===== config.mk =====
export PLATFORM = sky130hd
export DESIGN_NAME = pfps_front
export DESIGN_NICKNAME = d
export VERILOG_FILES = /design/src/rtl/core/pfps_pkg.sv /design/src/rtl/core/pfps_front.sv
export SDC_FILE = /design/constraint.sdc
export NUM_CORES = 1
export LEC_CHECK = 0
export ABC_AREA = 1
export BUFFER_PORTS_ARGS = -buffer_cell sky130_fd_sc_hd__buf_2
export CORE_UTILIZATION = 30
export DETAILED_ROUTE_END_ITERATION = 7
export GPL_TIMING_DRIVEN = 0
export HOLD_SLACK_MARGIN = 0.08
export PLACE_DENSITY = 0.47
export SKIP_LAST_GASP = 1
export SLEW_MARGIN = 0
export SYNTH_ARGS = -nofsm -noshare
export SYNTH_HDL_FRONTEND = slang
export SYNTH_SLANG_ARGS = --single-unit

===== constraint.sdc =====
create_clock -name clk -period 4.3 [get_ports clk]
set_clock_uncertainty 0.15 [all_clocks]
set_input_delay 0.215 -clock clk [delete_from_list [all_inputs] [get_ports clk]]
set_output_delay 0.215 -clock clk [all_outputs]
set_load 0.02 [all_outputs]

===== src/rtl/core/pfps_pkg.sv =====
// ============================================================================
// pfps_pkg: shared types and constants of the packed FFT power spectrum
// Item structs for both channels, configuration register indexes, queue
// entry kinds and the fixed-point constants of the log unit.
// ============================================================================
package pfps_pkg;

	// Field widths of the two channels.
	localparam int IDX_W   = 8;
	localparam int PART_W  = 24;
	localparam int BIN_W   = 9;
	localparam int VALUE_W = 48;

	// Configuration port.
	localparam int CFG_IDX_W  = 8;
	localparam int CFG_DATA_W = 8;
	localparam logic [CFG_IDX_W-1:0] CFG_KEEP_POWER = 8'd0;
	localparam logic [CFG_IDX_W-1:0] CFG_TAKE_LOG   = 8'd1;

	// Kinds of queued items: an ordinary pair, or the DC/Nyquist pair.
	localparam logic KIND_SINGLE = 1'b0;
	localparam logic KIND_DUAL   = 1'b1;

	// Depth of the queue between the front and the back.
	localparam int QUEUE_DEPTH = 4;

	// Log unit: word width, log2 fraction bits, ln2 scale and result width.
	localparam int LOG_W   = 64;
	localparam int FRAC_W  = 32;
	localparam int LN2_W   = 24;
	localparam int Q_FRAC  = 16;
	localparam int LN_W    = 23;
	localparam logic [LN2_W-1:0] LN2_Q24 = 24'd11629080;

	localparam logic [VALUE_W-1:0] VALUE_MAX = '1;

	typedef struct packed {
		logic [IDX_W-1:0]         pair_index;
		logic signed [PART_W-1:0] real_part;
		logic signed [PART_W-1:0] imag_part;
	} pair_t;

	typedef struct packed {
		logic [BIN_W-1:0]   bin_index;
		logic [VALUE_W-1:0] bin_value;
		logic               last_of_item;
	} bin_t;

	typedef struct packed {
		logic keep_power;
		logic take_log;
	} cfg_t;

endpackage


===== src/rtl/core/pfps_front.sv =====
// ============================================================================
// pfps_front: input side of the packed FFT power spectrum
// Takes pairs, forms the magnitudes of both parts, drops pairs beyond the
// half spectrum and queues the rest with their kind for the back side.
// ============================================================================
module pfps_front #(
	parameter int FFT_SIZE     = 512,
	parameter int SAMPLE_WIDTH = 24
) (
	input  logic                          clk,
	input  logic                          arst_n,
	input  logic                          pair_valid,
	output logic                          pair_stall,
	input  pfps_pkg::pair_t               pair,
	output logic                          q_valid,
	output logic                          q_kind,
	output logic [pfps_pkg::IDX_W-1:0]    q_bin,
	output logic [SAMPLE_WIDTH-1:0]       q_mag_a,
	output logic [SAMPLE_WIDTH-1:0]       q_mag_b,
	input  logic                          q_pop
);
	import pfps_pkg::*;

	localparam int unsigned HALF_BINS = FFT_SIZE / 2;
	localparam int QIDX_W = $clog2(QUEUE_DEPTH);
	localparam int QCNT_W = $clog2(QUEUE_DEPTH + 1);

	logic [SAMPLE_WIDTH-1:0] raw_re;
	logic [SAMPLE_WIDTH-1:0] raw_im;
	logic [SAMPLE_WIDTH-1:0] mag_re;
	logic [SAMPLE_WIDTH-1:0] mag_im;
	logic                    in_range;
	logic                    push;

	logic                    kind_q [QUEUE_DEPTH];
	logic [IDX_W-1:0]        bin_q  [QUEUE_DEPTH];
	logic [SAMPLE_WIDTH-1:0] mag_a_q [QUEUE_DEPTH];
	logic [SAMPLE_WIDTH-1:0] mag_b_q [QUEUE_DEPTH];
	logic [QIDX_W-1:0]       wr_ptr_q;
	logic [QIDX_W-1:0]       rd_ptr_q;
	logic [QCNT_W-1:0]       count_q;

	// Part: low SAMPLE_WIDTH bits, two's complement, or field zero-extended.
	generate
		if (SAMPLE_WIDTH <= PART_W) begin : g_narrow
			assign raw_re = pair.real_part[SAMPLE_WIDTH-1:0];
			assign raw_im = pair.imag_part[SAMPLE_WIDTH-1:0];
		end else begin : g_wide
			assign raw_re = {{(SAMPLE_WIDTH-PART_W){1'b0}}, pair.real_part};
			assign raw_im = {{(SAMPLE_WIDTH-PART_W){1'b0}}, pair.imag_part};
		end
	endgenerate

	// The most negative value maps onto itself, read as unsigned.
	assign mag_re = raw_re[SAMPLE_WIDTH-1] ? (~raw_re + SAMPLE_WIDTH'(1)) : raw_re;
	assign mag_im = raw_im[SAMPLE_WIDTH-1] ? (~raw_im + SAMPLE_WIDTH'(1)) : raw_im;

	assign in_range   = (32'(pair.pair_index) < HALF_BINS);
	assign pair_stall = (count_q == QCNT_W'(QUEUE_DEPTH));
	assign push       = pair_valid && !pair_stall && in_range;

	always_ff @(posedge clk) begin
		if (push) begin
			kind_q[wr_ptr_q]  <= (pair.pair_index == '0) ? KIND_DUAL : KIND_SINGLE;
			bin_q[wr_ptr_q]   <= pair.pair_index;
			mag_a_q[wr_ptr_q] <= mag_re;
			mag_b_q[wr_ptr_q] <= mag_im;
		end
	end

	always_ff @(posedge clk or negedge arst_n) begin
		if (!arst_n) begin
			wr_ptr_q <= '0;
			rd_ptr_q <= '0;
			count_q  <= '0;
		end else begin
			if (push) begin
				wr_ptr_q <= wr_ptr_q + QIDX_W'(1);
			end
			if (q_pop) begin
				rd_ptr_q <= rd_ptr_q + QIDX_W'(1);
			end
			count_q <= count_q + QCNT_W'(push) - QCNT_W'(q_pop);
		end
	end

	assign q_valid = (count_q != '0);
	assign q_kind  = kind_q[rd_ptr_q];
	assign q_bin   = bin_q[rd_ptr_q];
	assign q_mag_a = mag_a_q[rd_ptr_q];
	assign q_mag_b = mag_b_q[rd_ptr_q];

	a_count_bound: assert property (@(posedge clk) disable iff (!arst_n)
		count_q <= QCNT_W'(QUEUE_DEPTH))
		else $error("queue count beyond depth");

	a_pop_drains: assert property (@(posedge clk) disable iff (!arst_n)
		(q_pop && !push) |=> (count_q == $past(count_q) - QCNT_W'(1)))
		else $error("queue count did not drop on a pop");

	a_pop_has_item: assert property (@(posedge clk) disable iff (!arst_n)
		q_pop |-> (count_q != '0))
		else $error("pop from an empty queue");

endmodule


; ---- Word-level counts from Yosys, hierarchy flattened
; Memory sizes are Yosys's and may differ from the RTL's.
; Cells that the tools add are included.
[totals]
ff_bits = 7
ramBits = 228
input_bits = 60
memories = 4
[memory_table]
columns = memory, words, word_bits, rd, rd_ports_with_merged_regs, write_ports, line_no
row1 = mag_a_q, 4, 24, 1, 0, 1, pfps_front.sv:37  ; logic [SAMPLE_WIDTH-1:0] mag_a_q [QUEUE_DEPTH];
row2 = mag_b_q, 4, 24, 1, 0, 1, pfps_front.sv:38  ; logic [SAMPLE_WIDTH-1:0] mag_b_q [QUEUE_DEPTH];
row3 = bin_q, 4, 8, 1, 0, 1, pfps_front.sv:36  ; logic [IDX_W-1:0] bin_q [QUEUE_DEPTH];
row4 = kind_q, 4, 1, 1, 0, 1, pfps_front.sv:35  ; logic kind_q [QUEUE_DEPTH];
[op_classes]
addsub = 6
n_eq_ne = 1
muxes = 5
bitwise = 2
n_reduce_logical = 4
[ops]
columns = cell, count
row1 = $add 24x1->24 const B, 2
row2 = $mux 24, 2
row3 = $not 24->24, 2
row4 = $logic_not 8->1, 1
row5 = $add 2x1->2 const B, 2
row6 = $add 3x1->3, 1
row7 = $eq 3x3->1 const B, 1
row8 = $mux 1, 3
row9 = $reduce_bool 3->1, 1
row10 = $sub 3x1->3, 1
row11 = $logic_and 1x1->1, 1
row12 = $logic_not 1->1, 1

; ---- Longest topological paths before layout
[logic_depth]
word_depth = 5
depth_mapped = 9
depth_no_buf = 9

; ---- Worst setup path after synthesis
; OpenSTA, ideal clock, no wires.
[synth_timing]
kind = register -> register
startpoint = reg wr_ptr_q[0]
endpoint = mem bin_q[2][0] (enable)
t_arrival_ps = 3041
t_required_ps = 3678
path_slack_ps = 637
path_stages_with_launch = 5
n_path_buf = 0
synth_period_minus_slack_ps = 3663
path_cell_list = dfrtp_1 > inv_1 > ha_1 > inv_1 > nor2_1
[synth_lines]
columns = element, line_no
row1 = "start, declared", pfps_front.sv:39  ; logic [QIDX_W-1:0] wr_ptr_q;
row2 = "start signal, assigned", pfps_front.sv:78  ; wr_ptr_q <= wr_ptr_q + QIDX_W'(1);
row3 = "end, declared", pfps_front.sv:36
; No word-level cell before the write port.

; ---- Final worst setup path
[layout_timing]
startpoint = reg rd_ptr_q[0]
endpoint = out q_mag_a[1]
[layout_between]
elab_chain_cells = 1
[layout_rtl]
columns = element, line_no
row1 = "start, declared", pfps_front.sv:40  ; logic [QIDX_W-1:0] rd_ptr_q;
row2 = "start signal, assigned", pfps_front.sv:81  ; rd_ptr_q <= rd_ptr_q + QIDX_W'(1);
row3 = $mem_v2 4x24, n/a
row4 = "end, declared", pfps_front.sv:18  ; output logic [SAMPLE_WIDTH-1:0] q_mag_a,
; Every way passes these cells.

==> insert_results.sql <==
INSERT INTO impl_metrics (metric_group, metric, value, unit) VALUES
('outcome', 'outcome', 'complete, no violations', ''),
('die', 'core', '0.0337', 'sq mm'),
('clock_network', 'htreeDepth', '1', ''),
('drt', 'drc', '0', ''),
('placed_design', 'detailed_place_hpwl', '18300', 'microns'),
('global_route', 'grt_max_degree', '28', ''),
('drt', 'dr.first_iter.drc_count', '445', ''),
('layout', 'layoutNonFillerInstCount', '1562', ''),
('clock_network', 'cts_tree', 'done', ''),
('critical_path', 'worst_path_max_delay_cell', 'clkbuf_1', ''),
('global_route', 'via_count_of_the_first_global_routing_pass', '7030', ''),
('clock_network', 'cts-resized-gates', '0', ''),
('timing', 'final_min_period_over_clock_period', '0.608', ''),
('clock_network', 'clock_insertion_delay_worst_skew', '0.51', 'ns'),
('layout', 'num-fill-cells', '3340', ''),
('layout', 'drive_gt1_frac', '0.196', ''),
('pwr', 'static-leakage-power', '4.75', 'nW'),
('critical_path', 'worstPathCellList', 'buf_4 -> inv_4 -> clkbuf_1 -> o21ai_0 -> o22ai_1 -> buf_2', ''),
('drt', 'met3WireLength', '871', 'microns'),
('critical_path', 'cp_slowest_stage_delay', '0.47', 'ns'),
('logic_synthesis', 'yosys_warnings', '0', ''),
('critical_path', 'timing.critical_path.buf_inv', '4', ''),
('die', 'die_area', '0.0351', 'sq mm'),
('logic_synthesis', 'most_frequent_cells_after_synthesis', '228 x edfxtp_1, 167 x nor2_1, 118 x o21ai_0', ''),
('global_route', 'gr-total-overflow', '0', ''),
('critical_path', 'rr_endpoint', 'count_q[1]', ''),
('critical_path', 'crit_fanout', '10', ''),
('flow_run', 'drv.max_cap_violation_count', '0', ''),
('logic_synthesis', 'syn-cell-area', '0.0103', 'sq mm'),
('placed_design', 'number_of_placed_instances_taps_included', '1469', ''),
('drt', 'final_wl', '27400', 'microns'),
('pwr', 'power_density', '653', 'mW/mm^2'),
('die', 'floorplan.io_pins', '119', ''),
('logic_synthesis', 'synth-async-reset-ratio', '0.0298', ''),
('timing', 'endpoints_failing_setup', '0', ''),
('critical_path', 'cp-start-kind', 'flop', ''),
('clock_network', 'clock_root_buffer', 'clkbuf_16', ''),
('critical_path', 'setup.worst_path.class', 'reg2out', ''),
('drt', 'met2RoutedLength', '12800', 'microns'),
('die', 'die_x', '187', 'microns'),
('global_route', 'antenna_violations_before_repair', '0', ''),
('logic_synthesis', 'synthFlopType', 'edfxtp_1', ''),
('min_path', 'worstHoldEndpoint', 'mag_a_q[1][16]', ''),
('die', 'floorplan.rows', '67', ''),
('clock_network', 'cts_num_sinks', '235', ''),
('critical_path', 'setup.worst_path.start', 'rd_ptr_q[0]', ''),
('drt', 'detail_route.wirelength.met1', '13300', 'microns'),
('logic_synthesis', 'post_synth_main_area_contributors', 'edfxtp_1 66%, nor2_1 6.1%, o21ai_0 5.7%', ''),
('timing', 'achievable-frequency', '0.383', 'GHz'),
('logic_synthesis', 'post-synth-top-count-cell', 'edfxtp_1', ''),
('clock_network', 'post_cts.repair.setup_buffers', '0', ''),
('layout', 'n_antenna_cell', '0', ''),
('logic_synthesis', 'edff_count_synth', '228', ''),
('clock_network', 'cts_max_path_buffers', '3', ''),
('critical_path', 'cp_data_arrival_time', '2.25', 'ns'),
('drt', 'dr.pass1.iters', '5', ''),
('timing', 'rsz0062_at_grt', 'false', ''),
('timing', 'actual_transition_at_the_worst_max_transition_pin', '0.606', 'ns'),
('logic_synthesis', 'ys_seq_elements', '235', ''),
('critical_path', 'path_delay_family', 'buffers and inverters', ''),
('critical_path', 'cp-end-kind', 'output port', ''),
('logic_synthesis', 'avgSynthCellArea', '11.5', 'sq um'),
('critical_path', 'cells_on_worst_reg2reg_path', '8', ''),
('drt', 'via_per_inst', '4.62', ''),
('layout', 'synthToLayoutAreaGrowth', '24.8', '%'),
('die', 'die_h', '187', 'microns'),
('layout', 'nets', '1170', ''),
('min_path', 'hold_path_class', 'in2reg', ''),
('min_path', 'timing.hold.worst.start', 'pair[40]', ''),
('global_route', 'wire_length_of_the_first_global_routing_pass', '42200', 'microns'),
('clock_network', 'cts.reportedPaths.clkPinSlew', '0.06', 'ns');
==> final cells by class <==
class | instances | area [sq um] | share of cell area
multi-input combinational | 563 | 2860 | 0.223
timing repair buffer | 178 | 1280 | 0.0992
buffer | 42 | 241 | 0.0188
clock inverter | 9 | 40.0 | 0.00311
sequential | 235 | 7020 | 0.546
tap | 448 | 561 | 0.0436
clock buffer | 31 | 648 | 0.0504
inverter | 56 | 213 | 0.0165
==> per-layer routing <==
| layer | GRT usage | up-vias |
|---|---|---|
| met1 | 0.216 | 3513 |
| met3 | 0.0195 | 33 |
| li1 | - | 3559 |
| met4 | 0.0347 | 0 |
| met5 | 0 | - |
| met2 | 0.258 | 113 |
==> report_power, final <==
group | internal (mW) | switching (mW)
registers | 3.04 | 0.101
clock network | 1.05 | 0.820
logic | 1.02 | 2.36
==> worst max path at each step <==
stage / cells past startpoint / slack, ns / to
after floorplan: 4 / 0.64 / bin_q[2][0]
after global placement: 4 / -1.71 / mag_a_q[0][20]
after detailed placement: 8 / 2.10 / count_q[1]
after CTS: 6 / 1.62 / q_mag_a[1]
after global routing: 6 / 1.56 / q_mag_a[1]
final: 6 / 1.69 / q_mag_a[1]
==> repair_timing <==
item	4_1_cts	5_1_grt
endpoints found under the hold margin	211	0
setup endpoints to repair	0	0
hold buffers	53	0
==> flip-flops by register name (all words and copies together), names as in the netlist <==
| signal | flops |
|---|---|
| mag_b_q | 96 |
| kind_q | 4 |
| bin_q | 32 |
| mag_a_q | 96 |
| rd_ptr_q | 2 |
| count_q | 3 |
| wr_ptr_q | 2 |
==> worst min-delay path: stages <==
cell and delay [ns]:
buf_2 0.15, nand2_1 0.07, nand2_1 0.16
==> logic make-up after synthesis <==
kind of cell               after synthesis  share of synthesized area
DFF                                    235                      0.681
adders and majority gates                9                     0.0117
and+or+nand+nor                        337                      0.140
xor gates and xnor gates                27                     0.0237
AOI/OAI and AO/OA                      190                      0.100
buffers and inverters                   98                     0.0441
==> cell usage in the layout (no fill, tap or decap), types with 2 or more instances in the layout <==
cell and instances:
clkinv_2 5, nor4_1 2, nor2_4 9, nand3b_1 5, o21ai_0 118, nand2_2 9
dfrtp_1 7, buf_2 135, nand4_1 3, o22ai_1 57, xor2_1 15, clkbuf_1 20
dlygate4sd3_1 53, o21ai_1 10, nor2_1 163, a21oi_1 2, nand3_1 28, buf_6 7
clkinv_1 4, o211ai_1 2, clkbuf_16 25, nand2_4 2, inv_1 54, and2_1 2
nand2_1 103, ha_1 8, xnor2_1 11, buf_12 8, buf_4 2, edfxtp_1 228
nor2_2 11
==> metrics by stage <==
stage	hold slack, ns	worst slack, ns	area [sq um]	total power, mW
2_1_floorplan	-0.231	0.637	10300	5.23
3_3_place_gp	-0.0842	-1.71	11500	6.57
3_5_place_dp	-0.0810	2.10	11600	6.62
4_1_cts	0.0806	1.62	12900	8.54
5_1_grt	0.125	1.56	12900	8.90
6_report	0.0929	1.69	12900	8.40
Power figures use the tool's default switching activity.
